`src/sv/cpa_pkg.sv`:
```
// Package for the corner-preserving 5x5 average block.
// Holds widths, constants, register codes and types; no dependencies.
package cpa_pkg;

   localparam int WIN            = 5;
   localparam int TAPS           = WIN * WIN;
   localparam int CENTRE_TAP     = 2 * WIN + 2;
   localparam int PIX_W          = 8;
   localparam int COLS_W         = $clog2(WIN + 1);
   localparam int MASK_COUNT_MAX = 8;
   localparam int MASK_COUNT_DEF = 8;

   // Row sum of up to five pixels, total of five rows, mean after divide by 9
   localparam int ROW_SUM_W   = PIX_W + $clog2(WIN);
   localparam int TOTAL_W     = ROW_SUM_W + $clog2(WIN);
   localparam int MEAN_W      = 10;
   localparam int RECIP_W     = 14;
   localparam int RECIP_SHIFT = 17;
   localparam int PROD_W      = TOTAL_W + RECIP_W;
   localparam int DIFF_W      = 14;

   // floor(x / 9) == (x * 14564) >> 17 for every x below 2^13
   localparam logic [RECIP_W-1:0] RECIP_9    = 14'd14564;
   localparam logic [DIFF_W-1:0]  DIFF_START = 14'd9999;
   localparam logic [PIX_W-1:0]   PIX_MAX    = 8'd255;

   // Configuration port
   localparam int CSR_ADDR_W  = 6;
   localparam int CSR_DATA_W  = 64;
   localparam int PAIR_W      = 2 * TAPS;
   localparam int PAIR_COUNT  = MASK_COUNT_MAX / 2;
   localparam logic [PIX_W-1:0] THRESHOLD_RESET = 8'd128;

   typedef enum logic [2:0] {
      REG_MASK_PAIR_A = 3'd0,
      REG_MASK_PAIR_B = 3'd1,
      REG_MASK_PAIR_C = 3'd2,
      REG_MASK_PAIR_D = 3'd3,
      REG_THRESHOLD   = 3'd4
   } csr_reg_type;

   typedef logic [PIX_W-1:0]          pix_type;
   typedef pix_type [TAPS-1:0]        window_type;
   typedef pix_type [WIN-1:0]         column_type;
   typedef logic [TAPS-1:0]           mask_type;
   typedef mask_type [MASK_COUNT_MAX-1:0] mask_set_type;
   typedef logic [MEAN_W-1:0]         mean_type;

   // Valid flag and centre pixel travelling alongside each pipeline stage
   typedef struct packed {
      logic    valid;
      pix_type centre;
   } stage_tag_type;

endpackage

```
`src/sv/cpa_window.sv`:
```
// 5x5 window shift register and column counter; first pipeline stage.
// Depends on cpa_pkg.
module cpa_window (
   input  logic                clock,
   input  logic                reset,
   input  logic                col_valid,
   output logic                col_ready,
   input  cpa_pkg::column_type col_pix,
   input  logic                row_start,
   output logic                win_valid,
   output cpa_pkg::window_type win_pix,
   input  logic                win_ready
);
   import cpa_pkg::*;

   window_type        win_ff;
   window_type        win_in;
   logic [COLS_W-1:0] cols_ff;
   logic [COLS_W-1:0] cols_in;
   logic              valid_ff;
   logic              valid_in;
   logic              accept;

   assign col_ready = !valid_ff || win_ready;
   assign accept    = col_valid && col_ready;

   always_comb begin
      win_in   = win_ff;
      cols_in  = cols_ff;
      valid_in = valid_ff;
      if (col_ready) begin
         valid_in = 1'b0;
      end
      if (accept) begin
         // shift each row left, new column enters on the right
         for (int r = 0; r < WIN; r++) begin
            for (int c = 0; c < WIN - 1; c++) begin
               win_in[r * WIN + c] = win_ff[r * WIN + c + 1];
            end
            win_in[r * WIN + WIN - 1] = col_pix[r];
         end
         if (row_start) begin
            cols_in = COLS_W'(1);
         end else if (cols_ff < COLS_W'(WIN)) begin
            cols_in = cols_ff + COLS_W'(1);
         end
         valid_in = (cols_in == COLS_W'(WIN));
      end
   end

   always_ff @(posedge clock) begin
      if (reset) begin
         win_ff   <= '0;
         cols_ff  <= '0;
         valid_ff <= 1'b0;
      end else begin
         win_ff   <= win_in;
         cols_ff  <= cols_in;
         valid_ff <= valid_in;
      end
   end

   assign win_valid = valid_ff;
   assign win_pix   = win_ff;

endmodule

```
`config.mk`:
```
export PLATFORM = sky130hd
export DESIGN_NAME = cpa_window
export DESIGN_NICKNAME = d
export VERILOG_FILES = /design/src/sv/cpa_pkg.sv /design/src/sv/cpa_window.sv
export SDC_FILE = /design/constraint.sdc
export NUM_CORES = 1
export LEC_CHECK = 0
export ABC_AREA = 1
export BUFFER_PORTS_ARGS = -buffer_cell sky130_fd_sc_hd__clkbuf_2
export CAP_MARGIN = 20
export CORE_AREA = 2 2 142 109
export DETAILED_ROUTE_END_ITERATION = 8
export DIE_AREA = 0 0 144 111
export PLACE_DENSITY = 0.79
export REMOVE_ABC_BUFFERS = 1
export SYNTH_ARGS = -nofsm -noshare
export SYNTH_HDL_FRONTEND = slang
export SYNTH_SLANG_ARGS = --single-unit
```
`constraint.sdc`:
```
create_clock -name clock -period 1.3 [get_ports clock]
set_input_delay 0 -clock clock [delete_from_list [all_inputs] [get_ports clock]]
set_output_delay 0 -clock clock [all_outputs]
set_load 0.02 [all_outputs]
```
==> impl_metrics.csv <==
group,metric,value,unit
floorplan,die_h,111,um
detailed_routing,first_pass_iters,4,
global_route,grt_start_max_net_pins,93,
critical_path,endpoint,"cols_ff[2]",
timing,rsz0062_at_grt,"no",
floorplan,coreArea,0.01479,mm2
critical_path,r2r-start,"cols_ff[0]",
worst_hold_path,hold_class,"in -> reg",
timing,worst_pin_slew,0.3377,ns
power,p_leak,4.611,nW
synthesis,synth_flop_cell,"dfxtp_1",
clock_tree,clkTransAtPathRegs,0.06,ns
critical_path,worstSetupPathType,"reg -> reg",
clock_tree,cts_max_path_buffers,3,
critical_path,cp-startpoint,"cols_ff[0]",
synthesis,ys_warn_count,0,
finish,stdcell_count,1385,
critical_path,rr_worst_depth,6,
critical_path,cp_data_arrival_time,1.59,ns
clock_tree,clkLatencyLatePin,0.48,ns
clock_tree,ctsHtreeMaxLevel,1,
global_route,globalRoute.totalOverflow,0,
global_route,grt.total_usage,0.2113,
finish,design_area,0.009624,mm2
synthesis,yosysSeqAreaShare,0.5709,
floorplan,die_w,144,um
synthesis,synth.avg_cell_area,7.939,um2
floorplan,rows,39,
clock_tree,cts_tree,"done",
floorplan,start_util,0.4838,
timing,finalHoldViolCount,0,
placed_design,portBuffers,246,
finish,layout.nets,1212,
synthesis,ys_seq_elements,204,
floorplan,ios,247,
finish,antenna_cells,0,
timing,post-route-period-util,0.9381,
global_route,grt_pass1_vias,5927,
placed_design,gp_congestion,0.7815,
timing,fin_hold_ws,0.3020,ns
critical_path,cp-start-kind,"flip-flop",
timing,setup_ws,0.08048,ns
job,cap_viol_max_count,0,
synthesis,yosysUniqueCellTypes,17,
placed_design,pre_cts_slack,0.08018,ns
placed_design,place_area,0.008461,mm2
finish,drive_gt1_frac,0.2559,
synthesis,synth-edff-count,0,
placed_design,dpl.cell_count,1303,
synthesis,synth_top_area_share,0.5709,
timing,maxSlewHeadroom,0.7749,
finish,n_fill_cell,1317,
critical_path,end_kind,"flip-flop",
finish,synthToLayoutAreaGrowth,34.55,%
synthesis,synth_common_cells,"nor2_1 (404), dfxtp_1 (204), o21ai_0 (172)",
global_route,antenna_found_initial,0,
synthesis,yosysMostFrequentCell,"nor2_1",
synthesis,netlist_area,0.007153,mm2
timing,clock_skew,0.005993,ns
timing,maxSlewViolCount,0,
power,power.density,1522,mW/mm2
timing,finalCriticalPeriod,1.220,ns
timing,tns,0,ns
timing,setup_viol,0,
synthesis,synthCells,901,
power,power.total,14.65,mW
status,outcome,"finished clean",
detailed_routing,avgRoutedWirePerCell,12.86,um
clock_tree,clockRootBuffer,"clkbuf_16",
synthesis,synth_largest_area_cell,"dfxtp_1",
synthesis,synthTopCellsByArea,"dfxtp_1 (57%), nor2_1 (21%), o21ai_0 (12%)",
detailed_routing,vias_per_cell,4.745,
finish,final_core_util,0.6509,
detailed_routing,drcViolationCount,0,
synthesis,synthArstFlopShare,0,
clock_tree,numCtsBuffers,20,
critical_path,r2r-end,"cols_ff[2]",
global_route,grt_pass1_wl,28230,um
critical_path,path_max_fanout,4,
placed_design,hpwl,10890,um
clock_tree,post_cts_buffers,0,
power,ir_drop,1.346,mV
detailed_routing,via_count,6572,
critical_path,r2r_slack,0.08,ns
detailed_routing,ant_nets,0,
detailed_routing,wl,17820,um
timing,clock.fmax,820.0,MHz
critical_path,required,1.67,ns
floorplan,die-area,0.01598,mm2
detailed_routing,drtIter0Drc,374,
clock_tree,clock_sinks,204,
[power breakdown]
| part | leakage [nW] | total [mW] | internal (mW) | switching (mW) |
|---|---|---|---|---|
| clock network | 0.315 | 5.57 | 3.25 | 2.32 |
| registers | 1.69 | 6.97 | 6.68 | 0.289 |
| logic | 2.61 | 2.11 | 0.764 | 1.34 |
| total | 4.61 | 14.6 | 10.7 | 3.95 |
[area by class of cell]
class                           instances  area, um2  share of cell area
Clock buffer                           33      620.6             0.06448
Clock inverter                          3      15.01            0.001560
Inverter                                6      30.03            0.003120
Multi-Input combinational cell        625       2646              0.2750
Sequential cell                       204       4085              0.4245
Tap cell                              205      256.5             0.02665
Timing Repair Buffer                  309       1971              0.2048
[state kept, by name, summed over array words and instances (netlist names)]
name,count
cols_ff,3
win_pix,200
win_valid,1
[how the worst min path moves through the flow]
stage,start,cells past startpoint,slack [ns],end
6_report,col_pix[36],4,0.30,win_pix[196]
5_1_grt,col_pix[38],4,0.31,win_pix[198]
4_1_cts,col_pix[20],4,0.28,win_pix[116]
3_5_place_dp,col_pix[20],3,0.24,win_pix[116]
3_3_place_gp,col_pix[36],3,0.23,win_pix[196]
2_1_floorplan,reset,1,0.07,win_valid
[cells by family after synthesis]
| group | count (synthesis) | synth area share |
|---|---|---|
| buffers and inverters | 72 | 0.06070 |
| and+or+nand+nor | 419 | 0.2228 |
| adders and majority gates | 1 | 0.001749 |
| DFF | 204 | 0.5709 |
| AOI/OAI and AO/OA | 205 | 0.1438 |
[what timing repair did]
action,in CTS,in global routing
endpoints found under the hold margin,44,0
endpoints found under the setup margin,0,38
hold buffers,44,0
resized for setup,0,12
[worst max-delay path: stages (launching register included)]
cell and delay, ns:
dfxtp_1 0.34, ha_1 0.21, or2_2 0.27, nand2_1 0.08
nor2_2 0.04, a21oi_1 0.12, nor2_1 0.05
[cell usage in the layout (no fill, tap or decap), drive strengths merged, types with 3 or more instances in the layout]
master,synthesis,layout
inv,6,6
a21oi,3,3
buf,44,17
dfxtp,204,204
o21ai,201,201
nor2,404,404
dlygate4sd3,0,44
nand3,3,3
clkbuf,22,281
clkinv,0,3
nand2,11,11
[layer usage]
layer  GRT usage  vias to the layer above  wire length [um]
met5           0                        -                 0
met4     0.06667                        0               529
met3     0.04708                       41               947
met2      0.3606                      177              8522
met1      0.2648                     2945              7816
li1            -                     3409                 -
(Power assumes the default switching activity.)
