--- config.mk ---
export PLATFORM = sky130hd
export DESIGN_NAME = cpa_select
export DESIGN_NICKNAME = d
export VERILOG_FILES = /design/src/sv/cpa_pkg.sv /design/src/sv/cpa_select.sv
export SDC_FILE = /design/constraint.sdc
export NUM_CORES = 1
export LEC_CHECK = 0
export ABC_AREA = 1
export BUFFER_PORTS_ARGS = -buffer_cell sky130_fd_sc_hd__buf_2
export CORE_MARGIN = 2
export CORE_UTILIZATION = 45
export CTS_CLUSTER_DIAMETER = 60
export DETAILED_ROUTE_END_ITERATION = 8
export PLACE_DENSITY = 0.76
export SLEW_MARGIN = 20
export SYNTH_ARGS = -nofsm -noshare
export SYNTH_HDL_FRONTEND = slang
export SYNTH_SLANG_ARGS = --single-unit
--- constraint.sdc ---
create_clock -name clock -period 47.5 [get_ports clock]
set_input_delay 7.125 -clock clock [delete_from_list [all_inputs] [get_ports clock]]
set_output_delay 7.125 -clock clock [all_outputs]
set_load 0.05 [all_outputs]
--- src/sv/cpa_pkg.sv ---
// Package for the corner-preserving 5x5 average block.
// Holds widths, constants, register codes and types; no dependencies.
package cpa_pkg;

   localparam int WIN            = 5;
   localparam int TAPS           = WIN * WIN;
   localparam int CENTRE_TAP     = 2 * WIN + 2;
   localparam int PIX_W          = 8;
   localparam int COLS_W         = $clog2(WIN + 1);
   localparam int MASK_COUNT_MAX = 8;
   localparam int MASK_COUNT_DEF = 8;

   // Row sum of up to five pixels, total of five rows, mean after divide by 9
   localparam int ROW_SUM_W   = PIX_W + $clog2(WIN);
   localparam int TOTAL_W     = ROW_SUM_W + $clog2(WIN);
   localparam int MEAN_W      = 10;
   localparam int RECIP_W     = 14;
   localparam int RECIP_SHIFT = 17;
   localparam int PROD_W      = TOTAL_W + RECIP_W;
   localparam int DIFF_W      = 14;

   // floor(x / 9) == (x * 14564) >> 17 for every x below 2^13
   localparam logic [RECIP_W-1:0] RECIP_9    = 14'd14564;
   localparam logic [DIFF_W-1:0]  DIFF_START = 14'd9999;
   localparam logic [PIX_W-1:0]   PIX_MAX    = 8'd255;

   // Configuration port
   localparam int CSR_ADDR_W  = 6;
   localparam int CSR_DATA_W  = 64;
   localparam int PAIR_W      = 2 * TAPS;
   localparam int PAIR_COUNT  = MASK_COUNT_MAX / 2;
   localparam logic [PIX_W-1:0] THRESHOLD_RESET = 8'd128;

   typedef enum logic [2:0] {
      REG_MASK_PAIR_A = 3'd0,
      REG_MASK_PAIR_B = 3'd1,
      REG_MASK_PAIR_C = 3'd2,
      REG_MASK_PAIR_D = 3'd3,
      REG_THRESHOLD   = 3'd4
   } csr_reg_type;

   typedef logic [PIX_W-1:0]          pix_type;
   typedef pix_type [TAPS-1:0]        window_type;
   typedef pix_type [WIN-1:0]         column_type;
   typedef logic [TAPS-1:0]           mask_type;
   typedef mask_type [MASK_COUNT_MAX-1:0] mask_set_type;
   typedef logic [MEAN_W-1:0]         mean_type;

   // Valid flag and centre pixel travelling alongside each pipeline stage
   typedef struct packed {
      logic    valid;
      pix_type centre;
   } stage_tag_type;

endpackage

--- src/sv/cpa_select.sv ---
// Picks the mean closest to the centre pixel, saturates and thresholds it;
// holds the output register. Depends on cpa_pkg.
module cpa_select #(
   parameter int MASK_COUNT = cpa_pkg::MASK_COUNT_DEF
) (
   input  logic                   clock,
   input  logic                   reset,
   input  cpa_pkg::stage_tag_type mean_tag,
   input  cpa_pkg::mean_type      means [MASK_COUNT],
   output logic                   mean_ready,
   input  cpa_pkg::pix_type       threshold,
   output logic                   out_valid,
   output cpa_pkg::pix_type       out_value,
   output logic                   out_above,
   input  logic                   out_ready
);
   import cpa_pkg::*;

   mean_type          best;
   logic [DIFF_W-1:0] best_diff;
   mean_type          diff;
   mean_type          centre;
   pix_type           value_in;
   logic              above_in;
   logic              valid_ff;
   pix_type           value_ff;
   logic              above_ff;

   assign mean_ready = !valid_ff || out_ready;
   assign centre     = MEAN_W'(mean_tag.centre);

   // Strict compare keeps the lowest mask index on ties
   always_comb begin
      best      = centre;
      best_diff = DIFF_START;
      diff      = '0;
      for (int k = 0; k < MASK_COUNT; k++) begin
         diff = (means[k] >= centre) ? (means[k] - centre) : (centre - means[k]);
         if (DIFF_W'(diff) < best_diff) begin
            best_diff = DIFF_W'(diff);
            best      = means[k];
         end
      end
      value_in = (best > MEAN_W'(PIX_MAX)) ? PIX_MAX : best[PIX_W-1:0];
      above_in = (best >= MEAN_W'(threshold));
   end

   always_ff @(posedge clock) begin
      if (reset) begin
         valid_ff <= 1'b0;
      end else if (mean_ready) begin
         valid_ff <= mean_tag.valid;
      end
   end

   always_ff @(posedge clock) begin
      if (mean_ready && mean_tag.valid) begin
         value_ff <= value_in;
         above_ff <= above_in;
      end
   end

   assign out_valid = valid_ff;
   assign out_value = value_ff;
   assign out_above = above_ff;

endmodule

==> results of run 1 <==
## cells in the final DEF (no fill, tap or decap), types with 2 or more instances in the layout
cell type and count:
a21oi_1 113, o31ai_1 3, diode_2 2, xor2_1 41, nor3_1 9, nand2_1 372, edfxtp_1 9, o21ai_0 166
a221oi_1 6, o2111ai_1 8, nand4_1 5, nand2_2 28, nor2_1 83, a21o_1 3, o221ai_1 4, a211oi_1 17
buf_2 110, xnor2_1 21, nand3_1 76, or2_1 2, clkinv_1 2, a221o_1 3, nor4_1 2, nand2_4 7
inv_1 250, clkbuf_16 3, inv_2 9, a22oi_1 2, mux2i_1 4, a2111oi_0 2, or2_2 5, ha_1 190
o22ai_1 2, a41oi_1 2, fa_1 16, o211ai_1 13, o21ai_1 2
## path summary, 6_finish.rpt
path	from	end	slack, ns	cells past startpoint
worst min register to register	out_valid$_SDFFE_PP0N_	out_valid$_SDFFE_PP0N_	0.49	2
worst max register to register	out_valid$_SDFFE_PP0N_	out_above$_DFFE_PP_	46.18	1
worst max-delay path	mean_tag[1]	out_above$_DFFE_PP_	23.91	67
worst min-delay path	out_valid$_SDFFE_PP0N_	out_valid$_SDFFE_PP0N_	0.49	2
## final cells by class
type	instances	area (µm²)	share of cell area, %
antenna	2	5.00	0.0500
clock buffer	4	78.8	0.787
inverter	261	980	9.78
multi-input combinational	1217	7760	77.5
sequential	10	290	2.90
tap	270	338	3.37
timing repair buffer	111	558	5.57
## metal layers
metal | track usage [%] | up-vias | wire (µm)
met5 | 0 | - | 29
met4 | 9.33 | 4 | 1110
met3 | 3.39 | 74 | 2830
met2 | 45.7 | 460 | 13700
met1 | 37.2 | 4622 | 13500
li1 | - | 5161 | -
## logic make-up (layout without fill, tap and decap cells)
kind of cell / after synthesis / count (layout)
adders and majority gates: 206 / 206
AOI/OAI and AO/OA: 352 / 352
other: 0 / 2
and+or+nand+nor: 592 / 592
buffers and inverters: 294 / 376
DFF: 10 / 10
xor gates and xnor gates: 62 / 62
muxes: 5 / 5
## where the power goes
| group | internal, µW | switching, µW |
|---|---|---|
| sequential | 17.7 | 0.837 |
| clock | 11.2 | 3.53 |
| combinational | 210 | 435 |
| total | 239 | 439 |
## flip-flops by register name (all words and copies together), names as in the netlist
| register | cells |
|---|---|
| out_valid | 1 |
| out_above | 1 |
| out_value | 8 |
## metrics by stage
step | instance area [µm²] | cells
5_1_grt | 10000 | 1873
3_3_place_gp | 9930 | 1869
3_5_place_dp | 9930 | 1869
6_report | 10000 | 1875
2_1_floorplan | 9220 | 1521
4_1_cts | 10000 | 1873
==> impl_metrics.toml, run 1 <==
[detailed_routing]
drcViolationCount = 0
ant_nets = 0
dr.pass1.iters = 6
drtIter0Drc = 880
routed_wl_um = 31200
via_count = 10300
via_per_inst = 5.50
wl_per_cell_um = 16.6

[synth]
yosysWarningCount = 0
netlist_top_cells_count = "nand2_1 (372), inv_1 (250), ha_1 (190)"
synthesis.area_mm2 = 0.00922
synth_simple_gate_area_share_pct = 27.1
synth_edf_count = 9
synth_fp_nets = 1827
syn-instance-count = 1521
synth.area.top_cells = "ha_1 (26%), nand2_1 (15%), inv_1 (10%)"
seq_area_frac_synth_pct = 3.15
synth.most_common_cell = "nand2_1"
synth-xor-area-share_pct = 5.89
synthAdderAreaFrac_pct = 29.3
yosys_register_bits = 10
syn_area_per_cell_um2 = 6.06
synth_top_family_by_area = "adder cells"
synth_flop_cell = "edfxtp_1"
async_flop_share_pct = 0
ys_types = 49
synth_compound_area_share_pct = 21.4
yosysTopAreaCell = "ha_1"
muxShareOfSynthArea_pct = 0.556
synth_top_area_share_pct = 25.8

[cells_and_area]
final_util_pct = 49.7
area_growth_pct = 8.62
drive_gt1_share_pct = 10.4
fillCellCount = 2135
fin_nets = 1910

[setup_path]
crit_path_end_kind = "register"
arrival_ns = 23.56
critPathBufInv = 5
cp.required_ns = 47.48
critPathKind = "in -> reg"
path_delay_family = "compound AO/OA/AOI/OAI gates"
max_stage_delay_ns = 0.74
cpMaxStageDelayCell = "nand2_1"
path_max_fanout = 38
critPathMostFrequentCell = "nand2_1"
worstSetupStartpointType = "input pin"

[clock_tree]
numCtsBuffers = 3
tritoncts = "done"
clk_pin_slew_ns = 0.04
numClockSinks = 10
clk_latency_ns = 0.23
hold_buffers = 0
clock_path_buffers = 2
htreeDepth = 1
cts_setup_buffers = 0
clockRootBuffer = "clkbuf_16"
post_cts_resized = 0

[sta]
slew_viol_final = 0
whs_ns = 0.485
rsz0062_at_grt = "false"
worst_pin_slew_ns = 1.06
fin_ws_ns = 23.91
period_share_pct = 49.7
finalClockSkew_ns = 0.00424
max-slew-margin-rel_pct = 29.0
fmax_mhz = 42.4
layout_min_cycle_time_ns = 23.59
setup_violations = 0
setup_tns_ns = 0
hold_viol = 0

[floorplanning]
die_area_mm2 = 0.0217
core_area_mm2 = 0.0202
io_pins = 111
die-width_um = 147
start_util_pct = 45.7
rows = 52
die_y_um = 147

[placed_design]
dp_hpwl_um = 25600
place_congestion = 1.03
place_ws_ns = 24.09
portBuffers = 110

[power_and_ir_drop]
p_leak_uw = 0.00553
total_power_uw = 678
p_per_area_mw_per_mm2 = 67.7
ir_worst_vdd_mv = 0.0678

[flow_run]
cap_violations = 0

[global_route]
grt_pass1_vias = 9443
overflow = 0
grt_max_degree = 39
grt_antenna_before_repair = 4
grt_pass1_wl_um = 47900
grt_util_all_layers_pct = 27.6

[run_status]
status = "completed"

[hold_path]
hold_path_class = "reg -> reg"
Power figures use the tool's default switching activity.
==> run 2: changes to the inputs <==
Clock period 47.5 ns to 22.5 ns, I/O delays scaled along.
==> run 2 against run 1 <==
Compared with the run above:
- setup slack lost 21 ns
- cell count is the same
- core utilization about the same
- critical path depth is 2 lower
- power grew 110%
- flip-flop and latch count is the same
- die area is the same
- sequential power up 110%
- non-clock buffer count is the same
- first-iteration DRC count decreased by 9.1%
==> impl_metrics.toml, run 2 (same netlist as run 1, synthesis figures left out) <==
[cells_and_area]
area_growth_pct = 8.73
final_cell_mix = "nand2_1 (372), inv_1 (250), ha_1 (190)"
fin_nets = 1910
final_util_pct = 49.7
largest_register_ffs = 8
final_common_cell = "nand2_1"
drive_gt1_share_pct = 10.4

[floorplanning]
die_area_mm2 = 0.0217
die-width_um = 147
die_y_um = 147
io_pins = 111
core_area_mm2 = 0.0202
start_util_pct = 45.7
rows = 52

[sta]
finalClockSkew_ns = 0.00234
max-slew-margin-rel_pct = 29.8
slew_viol_final = 0
layout_min_cycle_time_ns = 19.76
fmax_mhz = 50.6
period_share_pct = 87.8
hold_viol = 0
setup_tns_ns = 0
worst_pin_slew_ns = 1.05
fin_ws_ns = 2.74
setup_violations = 0
rsz0062_at_grt = "false"

[setup_path]
max_stage_delay_ns = 0.72
crit_path_end_kind = "register"
path_max_fanout = 38
cpMaxStageDelayCell = "nand2_1"
arrival_ns = 19.75
cp.required_ns = 22.49
worstSetupStartpointType = "input pin"
critPathKind = "in -> reg"

[global_route]
grt_pass1_vias = 9473
overflow = 0
grt_util_all_layers_pct = 27.6
grt_antenna_before_repair = 3
grt_pass1_wl_um = 47800
grt_max_degree = 39

[power_and_ir_drop]
p_leak_uw = 0.00554
p_per_area_mw_per_mm2 = 143
ir_worst_vdd_mv = 0.127

[clock_tree]
hold_buffers = 0
clk_latency_ns = 0.24
clock_path_buffers = 2
htreeDepth = 1
clockRootBuffer = "clkbuf_16"
numCtsBuffers = 3
cts_setup_buffers = 0
post_cts_resized = 0
numClockSinks = 10
clk_pin_slew_ns = 0.04
tritoncts = "done"

[detailed_routing]
via_per_inst = 5.51
dr.pass1.iters = 6
drcViolationCount = 0
via_count = 10300
routed_wl_um = 31000
ant_nets = 0
drtIter0Drc = 800
wl_per_cell_um = 16.6

[hold_path]
hold_path_class = "reg -> reg"

[placed_design]
place_congestion = 1.02
portBuffers = 110
dp_hpwl_um = 25300
place_ws_ns = 2.86

[flow_run]
cap_violations = 0

[run_status]
status = "completed"
-- run 2: cell counts in the layout (fill, tap and decap cells not counted) --
Identical to the previous run, type by type.
-- run 2: area by class of cell --
type / count / area (µm²)
Clock buffer: 4 / 88.8
Antenna cell: 2 / 5.00
Fill cell: 2175 / 10100
Inverter: 261 / 980
Timing Repair Buffer: 111 / 558
Sequential cell: 10 / 290
Multi-Input combinational cell: 1217 / 7760
Tap cell: 270 / 338
-- run 2: metal layers --
layer / wire length [µm] / global-route usage, % / up-vias
met5: 13 / 0 / -
met4: 1230 / 9.71 / 2
met3: 3080 / 4.38 / 88
met2: 13400 / 45.3 / 465
met1: 13300 / 36.8 / 4601
li1: - / - / 5172
-- run 2: power by group --
group	switching, µW	internal, µW	total, µW
Combinational	919	445	1360
Sequential	1.69	37.4	39.1
Clock	8.28	26.7	35.0
Total	929	509	1440
-- run 2: critical path, delay by kind of cell --
| kind | cells | cell delay (ns) |
|---|---|---|
| compound gates | 25 | 7.13 |
| simple gates | 24 | 4.19 |
| fa+ha+maj | 9 | 2.95 |
| buf+inv | 6 | 1.70 |
| mux | 1 | 0.37 |
-- run 2: metrics by stage --
| stage | hold WS (ns) | std cells | power (µW) | area, µm² |
|---|---|---|---|---|
| global placement | 0.471 | 1869 | 1340 | 9930 |
| CTS | 0.486 | 1873 | 1410 | 10000 |
| finish | 0.485 | 1875 | 1440 | 10000 |
| global route | 0.502 | 1873 | 1620 | 10000 |
| floorplan | 1.07 | 1521 | 1100 | 9220 |
| detailed placement | 0.481 | 1869 | 1360 | 9930 |
-- run 2: path summary, 6_finish.rpt --
check                               from                          to  slack (ns)  depth (start not counted)
hold reg to reg   out_valid$_SDFFE_PP0N_      out_valid$_SDFFE_PP0N_        0.48                          2
hold / removal    out_valid$_SDFFE_PP0N_      out_valid$_SDFFE_PP0N_        0.48                          2
setup / recovery             mean_tag[1]         out_above$_DFFE_PP_        2.74                         65
setup reg to reg  out_valid$_SDFFE_PP0N_  out_value[6]$_SDFFCE_PN1P_       21.15                          1
