<file path="src/sv/cpa_pkg.sv">
// Package for the corner-preserving 5x5 average block.
// Holds widths, constants, register codes and types; no dependencies.
package cpa_pkg;

   localparam int WIN            = 5;
   localparam int TAPS           = WIN * WIN;
   localparam int CENTRE_TAP     = 2 * WIN + 2;
   localparam int PIX_W          = 8;
   localparam int COLS_W         = $clog2(WIN + 1);
   localparam int MASK_COUNT_MAX = 8;
   localparam int MASK_COUNT_DEF = 8;

   // Row sum of up to five pixels, total of five rows, mean after divide by 9
   localparam int ROW_SUM_W   = PIX_W + $clog2(WIN);
   localparam int TOTAL_W     = ROW_SUM_W + $clog2(WIN);
   localparam int MEAN_W      = 10;
   localparam int RECIP_W     = 14;
   localparam int RECIP_SHIFT = 17;
   localparam int PROD_W      = TOTAL_W + RECIP_W;
   localparam int DIFF_W      = 14;

   // floor(x / 9) == (x * 14564) >> 17 for every x below 2^13
   localparam logic [RECIP_W-1:0] RECIP_9    = 14'd14564;
   localparam logic [DIFF_W-1:0]  DIFF_START = 14'd9999;
   localparam logic [PIX_W-1:0]   PIX_MAX    = 8'd255;

   // Configuration port
   localparam int CSR_ADDR_W  = 6;
   localparam int CSR_DATA_W  = 64;
   localparam int PAIR_W      = 2 * TAPS;
   localparam int PAIR_COUNT  = MASK_COUNT_MAX / 2;
   localparam logic [PIX_W-1:0] THRESHOLD_RESET = 8'd128;

   typedef enum logic [2:0] {
      REG_MASK_PAIR_A = 3'd0,
      REG_MASK_PAIR_B = 3'd1,
      REG_MASK_PAIR_C = 3'd2,
      REG_MASK_PAIR_D = 3'd3,
      REG_THRESHOLD   = 3'd4
   } csr_reg_type;

   typedef logic [PIX_W-1:0]          pix_type;
   typedef pix_type [TAPS-1:0]        window_type;
   typedef pix_type [WIN-1:0]         column_type;
   typedef logic [TAPS-1:0]           mask_type;
   typedef mask_type [MASK_COUNT_MAX-1:0] mask_set_type;
   typedef logic [MEAN_W-1:0]         mean_type;

   // Valid flag and centre pixel travelling alongside each pipeline stage
   typedef struct packed {
      logic    valid;
      pix_type centre;
   } stage_tag_type;

endpackage

</file>
<file path="src/sv/cpa_csr.sv">
// Configuration registers of the corner-preserving average block (APB-style port).
// Depends on cpa_pkg.
module cpa_csr (
   input  logic                            clock,
   input  logic                            reset,
   input  logic                            csr_psel,
   input  logic                            csr_penable,
   input  logic                            csr_pwrite,
   input  logic [cpa_pkg::CSR_ADDR_W-1:0]  csr_paddr,
   input  logic [cpa_pkg::CSR_DATA_W-1:0]  csr_pwdata,
   output logic [cpa_pkg::CSR_DATA_W-1:0]  csr_prdata,
   output logic                            csr_pready,
   output cpa_pkg::mask_set_type           masks,
   output cpa_pkg::pix_type                threshold
);
   import cpa_pkg::*;

   logic [PAIR_W-1:0] pair_ff [PAIR_COUNT];
   logic [PAIR_W-1:0] pair_in [PAIR_COUNT];
   pix_type           thr_ff;
   pix_type           thr_in;
   csr_reg_type       reg_sel;
   logic              wr_en;

   assign csr_pready = 1'b1;
   assign reg_sel    = csr_reg_type'(csr_paddr[CSR_ADDR_W-1:3]);
   assign wr_en      = csr_psel && csr_penable && csr_pwrite && csr_pready;

   always_comb begin
      pair_in = pair_ff;
      thr_in  = thr_ff;
      if (wr_en) begin
         unique case (reg_sel)
            REG_MASK_PAIR_A: pair_in[0] = csr_pwdata[PAIR_W-1:0];
            REG_MASK_PAIR_B: pair_in[1] = csr_pwdata[PAIR_W-1:0];
            REG_MASK_PAIR_C: pair_in[2] = csr_pwdata[PAIR_W-1:0];
            REG_MASK_PAIR_D: pair_in[3] = csr_pwdata[PAIR_W-1:0];
            REG_THRESHOLD:   thr_in     = csr_pwdata[PIX_W-1:0];
            default: ;
         endcase
      end
   end

   always_comb begin
      unique case (reg_sel)
         REG_MASK_PAIR_A: csr_prdata = CSR_DATA_W'(pair_ff[0]);
         REG_MASK_PAIR_B: csr_prdata = CSR_DATA_W'(pair_ff[1]);
         REG_MASK_PAIR_C: csr_prdata = CSR_DATA_W'(pair_ff[2]);
         REG_MASK_PAIR_D: csr_prdata = CSR_DATA_W'(pair_ff[3]);
         REG_THRESHOLD:   csr_prdata = CSR_DATA_W'(thr_ff);
         default:         csr_prdata = '0;
      endcase
   end

   // Mask k sits in the low or high half of pair k/2
   always_comb begin
      for (int k = 0; k < MASK_COUNT_MAX; k++) begin
         masks[k] = pair_ff[k / 2][(k % 2) * TAPS +: TAPS];
      end
   end

   assign threshold = thr_ff;

   always_ff @(posedge clock) begin
      if (reset) begin
         for (int p = 0; p < PAIR_COUNT; p++) begin
            pair_ff[p] <= '0;
         end
         thr_ff <= THRESHOLD_RESET;
      end else begin
         pair_ff <= pair_in;
         thr_ff  <= thr_in;
      end
   end

endmodule

</file>
<file path="config.mk">
export PLATFORM = sky130hd
export DESIGN_NAME = cpa_csr
export DESIGN_NICKNAME = d
export VERILOG_FILES = /design/src/sv/cpa_pkg.sv /design/src/sv/cpa_csr.sv
export SDC_FILE = /design/constraint.sdc
export NUM_CORES = 1
export LEC_CHECK = 0
export BUFFER_PORTS_ARGS = -buffer_cell sky130_fd_sc_hd__buf_2
export CAP_MARGIN = 10
export CORE_MARGIN = 4
export CORE_UTILIZATION = 45
export DETAILED_ROUTE_END_ITERATION = 16
export PLACE_DENSITY = 0.82
export REMOVE_ABC_BUFFERS = 1
export SLEW_MARGIN = 20
export SYNTH_ARGS = -nofsm -noshare
export SYNTH_HDL_FRONTEND = slang
export SYNTH_SLANG_ARGS = --single-unit
</file>
<file path="constraint.sdc">
create_clock -name clock -period 3.81 [get_ports clock]
set_input_delay 0.762 -clock clock [delete_from_list [all_inputs] [get_ports clock]]
set_output_delay 0.762 -clock clock [all_outputs]
set_load 0.02 [all_outputs]
</file>
==> run summary, run 1 <==
Status: finished, final reports clean
Internal: 3.67 mW
Vias: 7547
Fin crit period: 3.14 ns
Worst Setup End Kind: output port
All-layer global routing usage: 0.210
Setup bufs post-CTS: 0
Max Cap Viol: 0
DRT Pass-1 Iters: 4
Mapped Area: 10000 um2
Max-slew violations: 0
DR vias/cell: 5.14
Main synth FF type: dfxtp_1
Maximum vdd drop: 314 uV
Family with the most delay on the worst path: simple AND/OR/NAND/NOR gates
Total negative slack: 0 ns
HPWL Detailed: 18200 um
DRC errors left: 0
Worst path arrival time: 2.38 ns
Largest net degree at the start of global routing: 260
Core Area: 21800 um2
Clock power frac: 0.464
Initial DRC Count: 392
Fin Clk Skew: 0 ns
Slew @ Worst Pin: 0.870 ns
Hold Crit Class: flip-flop to flip-flop
First-pass GRT wire length: 42000 um
Design Power: 4.73 mW
Initial antenna violation count: 1
Sequential power share: 0.466
Post-DRT Antenna Nets: 0
F_max: 318 MHz
H-tree Lvls: 1
CP startpoint kind: primary input
RD Place Congestion: 0.772
Clk root buf: clkbuf_16
CP bufs+invs: 2
Final hold vios: 0
Ports: 348
NetSw: 1.05 mW
Die X: 157 um
EDFF count, synth: 0
CP Class: primary input to output port
Synth cell types: 24
Yosys warns: 0
Synth cell count leaders: nand2b_1, dfxtp_1, mux2i_1
Die Footprint: 24700 um2
Final Cycle Share: 0.825
Sink Count: 208
GR Overflow Total: 0
Initial Util: 0.458
CP max stage cell: nor2b_1
CTS tree: yes
Hold Slack: 0.487 ns
Num CTS Buffers: 22
Wirelength per Cell: 18.5 um
Worst Path Max Fanout: 20
Post-CTS Hold Buffers: 0
Combinational share of power: 0.070
Max Root-Sink Buffers: 3
Async SR Flop Fraction: 0
Sequential share of the synthesized area: 0.417
Vias in the first global route: 7736
Die Ht: 157 um
Crit path cell chain: buf_4 -> nor2b_1 -> a22oi_1 -> o22ai_1 -> buf_2
Clock slew at reported path FFs: 0.06 ns
Setup violators final: 0
Avg Synthesized Cell Area: 11.2 um2
Top cell type by total area after synthesis: dfxtp_1
Max stage delay on crit path: 0.65 ns
Slew Limit Headroom: 0.420
Wire length after detailed routing: 27100 um
Share of cells above drive strength 1: 0.352
Number of nets in the layout: 1247
Most common cell in the synthesized netlist: nand2b_1
Post-CTS sizing: 0
Power Density: 383 nW/um2
Syn-to-layout area delta: 23.6%
Synth top area cells: dfxtp_1, mux2i_1, nand2b_1
Post-synthesis register bit count: 208
Post-Syn Instances: 894
Number of port buffers: 315
Static leakage: 6.38 nW
Antenna Cells: 0
RSZ-0062 raised after global routing: no
Critical Path RT: 3.05 ns
Top-area cell type share of the netlist area: 0.417
Clk_lat worst skew: 0.49 ns
# rows: 54
Switch share: 0.223
## path summary, 6_finish.rpt
check             depth (start not counted)       endpoint  slack (ns)    startpoint
hold / removal                            2       masks[3]        0.49      masks[3]
setup / recovery                          5  csr_prdata[3]        0.67  csr_paddr[3]
setup reg to reg                          2      masks[48]        3.09     masks[48]
hold reg to reg                           2       masks[3]        0.49      masks[3]
## logic make-up after synthesis
kind of cell	synth area share
flip-flops	0.417
AND/OR/NAND/NOR	0.197
multiplexers	0.312
other	0.000751
buffers and inverters	0.0567
AO/OA/AOI/OAI	0.0170
## metal layers
metal	vias to the layer above	share of wire	GRT usage
met4	2	0.024	0.0631
met5	-	0.00026	0
met3	49	0.057	0.0355
met1	3671	0.41	0.262
li1	3592	-	-
met2	233	0.51	0.372
## cell usage in the layout (no fill, tap or decap), types with 2 or more instances in the layout
| cell | count |
|---|---|
| nand2b_1 | 257 |
| bufinv_16 | 2 |
| o22ai_1 | 8 |
| buf_12 | 5 |
| nor2b_1 | 44 |
| mux2_2 | 8 |
| buf_2 | 312 |
| clkinv_2 | 3 |
| nor2_1 | 3 |
| clkbuf_1 | 6 |
| mux2i_1 | 208 |
| clkbuf_8 | 5 |
| a22oi_1 | 16 |
| dfxtp_1 | 208 |
| conb_1 | 15 |
| clkbuf_16 | 23 |
| mux4_2 | 42 |
| buf_4 | 13 |
## registers in the layout, summed over array words and instances, names as in the netlist
name / cells
threshold: 8
masks: 200
## area by class of cell
cell class / count / area (um2)
clock inverters: 6 / 83.8
well taps: 280 / 350
repair buffers: 330 / 1760
flip-flops and latches: 208 / 4160
multi-input cells: 610 / 5330
fillers: 1896 / 9470
clock buffers: 34 / 667
## power by group through the flow
stage          clock (mW)  combinational, mW  sequential (mW)
4_1_cts              2.24              0.334             2.20
3_5_place_dp            0              0.332             2.25
2_1_floorplan           0              0.151             2.27
6_report             2.19              0.332             2.20
5_1_grt              2.33              0.357             2.20
3_3_place_gp            0              0.328             2.25
## worst min-delay path: cells and delay by family (launching register included)
kind | cells | cell delay, ns
DFF | 1 | 0.32
and+or+nand+nor | 1 | 0.06
muxes | 1 | 0.05
## per-stage QoR
stage,instance area [um2],cells,util,setup WS [ns]
6_report,12400,1468,0.566,0.667
4_1_cts,12400,1468,0.566,0.592
2_1_floorplan,9480,818,-,0.422
5_1_grt,12400,1468,0.566,0.468
3_5_place_dp,11600,1428,0.532,0.591
3_3_place_gp,11600,1428,0.532,0.704
Power figures use the tool's default switching activity.
==> run 2: changes to the inputs <==
clock period = 3.1 ns   (was 3.81 ns; I/O delays follow)
==> run 2 against run 1 <==
Compared with the run above:
- total power increased by 20%
- hold slack got worse by 0.071 ns
- final area increased by 1.1%
- setup slack got worse by 0.086 ns
- flip-flop and latch count unchanged
- highest routed layer unchanged
- via count increased by 1.2%
- count of clock-buffer cells in the layout decreased by 3
- sequential share of layout area decreased by 0.37 points
- first-iteration DRC count decreased by 6.4%
- combinational power increased by 26%
==> run summary, run 2 (synthesis results as in run 1) <==
Vias in the first global route: 7853 (+1.5%)
Die Ht: 157 um (unchanged)
Status: finished, final reports clean
Worst Reg-to-Reg Cells: 2 (unchanged)
Maximum vdd drop: 259 uV (-18%)
DRT Pass-1 Iters: 5 (+1)
Number of nets in the layout: 1263 (+1.3%)
R2R Path End: masks[99]
All-layer global routing usage: 0.206 (-0.00318)
F_max: 397 MHz
Reg-to-reg startpoint: masks[99]
Post-placement cell count: 1444 (+1.1%)
Hold Crit Endpoint: threshold[7]
Worst setup margin: 0.581 ns (-0.0860 ns)
Met3 Usage GRT: 0.0360 (+0.000550)
Most frequent cells in the layout: buf_2, nand2b_1, mux2i_1, dfxtp_1, nor2b_1
Num CTS Buffers: 22 (unchanged)
Post-Place Worst Slack: 0.603 ns (+0.0118 ns)
RD Place Congestion: 0.773 (+0.10%)
Worst path arrival time: 1.90 ns (-0.48 ns)
Post-CTS sizing: 0 (unchanged)
Hold Slack: 0.416 ns (-0.0710 ns)
Clock power frac: 0.450 (-0.014)
Hold wc startpoint: csr_pwdata[7]
Largest net degree at the start of global routing: 76 (-71%)
Core Area: 21800 um2 (unchanged)
Setup bufs post-CTS: 0 (unchanged)
Met2 usage: 0.370 (-0.00225)
Fin Clk Skew: 0 ns (unchanged)
Static leakage: 6.46 nW (+1.3%)
Finished Cell Area: 12500 um2 (+1.1%)
Max Cap Viol: 0 (unchanged)
Die X: 157 um (unchanged)
Hold-critical path depth: 3 (+1)
First-pass GRT wire length: 41800 um (-0.51%)
DR vias/cell: 5.15 (+0.10%)
Combinational share of power: 0.074 (+0.004)
Max Root-Sink Buffers: 3 (unchanged)
Fin crit period: 2.52 ns
Vias: 7637 (+1.2%)
CP Class: primary input to output port
Ports: 348 (unchanged)
R2R Setup Slk: 2.37 ns (-0.72 ns)
RSZ-0062 raised after global routing: no
Sequential power share: 0.476 (+0.010)
Worst Setup End Kind: output port
Wirelength per Cell: 17.9 um (-2.9%)
Share of cells above drive strength 1: 0.361 (+0.00891)
Final Cycle Share: 0.813
Clk_lat worst skew: 0.48 ns (about the same)
Slew Limit Headroom: 0.536 (+0.116)
Final hold vios: 0 (unchanged)
Wire length after detailed routing: 26600 um (-1.8%)
Initial Util: 0.458 (unchanged)
Die Footprint: 24700 um2 (unchanged)
Post-DRT Antenna Nets: 0 (unchanged)
Commonest non-fill, non-tap cell in the layout: buf_2
Clk root buf: clkbuf_16
Critical Path RT: 2.48 ns (-0.57 ns)
Met1 usage: 0.252 (-0.0100)
NetSw: 1.30 mW (+23%)
HPWL Detailed: 19200 um (+5.5%)
GR Overflow Total: 0 (unchanged)
CTS tree: yes
Power Density: 455 nW/um2 (+19%)
Gr busiest metal: met2
Max-slew violations: 0 (unchanged)
Switch share: 0.228 (+0.00506)
Syn-to-layout area delta: 25.0%
Worst Path Max Fanout: 31 (+55%)
Area after DPL: 11800 um2 (+1.6%)
CP startpoint kind: primary input
H-tree Lvls: 1 (unchanged)
DRC errors left: 0 (unchanged)
# rows: 54 (unchanged)
Setup violators final: 0 (unchanged)
Design Power: 5.69 mW (+20%)
Slew @ Worst Pin: 0.696 ns (-0.173 ns)
Sink Count: 208 (unchanged)
Largest register FFs: 200 (unchanged)
Hold Crit Class: primary input to flip-flop
Internal: 4.39 mW (+20%)
Initial DRC Count: 367 (-6.4%)
Initial antenna violation count: 2 (+1)
Number of port buffers: 315 (unchanged)
Clock slew at reported path FFs: 0.06 ns (about the same)
Post-CTS Hold Buffers: 0 (unchanged)
Non-filler cells, final: 1484 (+1.1%)
-- run 2: changes by cell type in the layout (fill, tap and decap cells not counted), sizes merged --
| cell | change |
|---|---|
| bufinv | -1 |
| diode | +1 |
| clkbuf | -3 |
| buf | +16 |
| clkinv | +3 |
-- run 2: worst max path at each step --
stage,slack [ns],cells past startpoint,from,endpoint
after detailed placement,0.60,7,csr_paddr[3],csr_prdata[3]
after CTS,0.60,7,csr_paddr[3],csr_prdata[3]
final,0.58,7,csr_paddr[3],csr_prdata[3]
after global routing,0.46,7,csr_paddr[3],csr_prdata[3]
after global placement,0.61,5,csr_paddr[4],csr_prdata[37]
after floorplan,-0.15,3,csr_paddr[5],masks[100]
-- run 2: cell type report --
cell class                      count  area [um2]
Clock buffer                       31         636
Multi-Input combinational cell    610        5330
Sequential cell                   208        4160
Clock inverter                      8        68.8
Tap cell                          280         350
Antenna cell                        1        2.50
Timing Repair Buffer              346        1940
Fill cell                        1882        9330
-- run 2: worst max-delay path, stage by stage --
cell and delay (ns):
buf_4 0.14, buf_12 0.17, nor2_1 0.21, buf_4 0.23
a22oi_1 0.13, o22ai_1 0.15, buf_2 0.20
-- run 2: per-stage QoR --
stage / TNS (ns) / utilization
after CTS: 0 / 0.572
after global placement: 0 / 0.540
after global routing: 0 / 0.573
after floorplan: -7.28 / -
final: 0 / 0.573
after detailed placement: 0 / 0.540
-- run 2: power by group through the flow --
stage | sequential, mW | clock [mW] | combinational, mW
finish | 2.71 | 2.56 | 0.419
global route | 2.71 | 2.73 | 0.452
CTS | 2.71 | 2.61 | 0.422
detailed placement | 2.77 | 0 | 0.420
global placement | 2.77 | 0 | 0.415
floorplan | 2.79 | 0 | 0.186
-- run 2: per-layer routing --
| layer | part of all wire | routed length [um] |
|---|---|---|
| met2 | 0.50 | 13400 |
| met1 | 0.41 | 10800 |
| met3 | 0.063 | 1680 |
| met4 | 0.027 | 725 |
| met5 | 0.00026 | 7 |
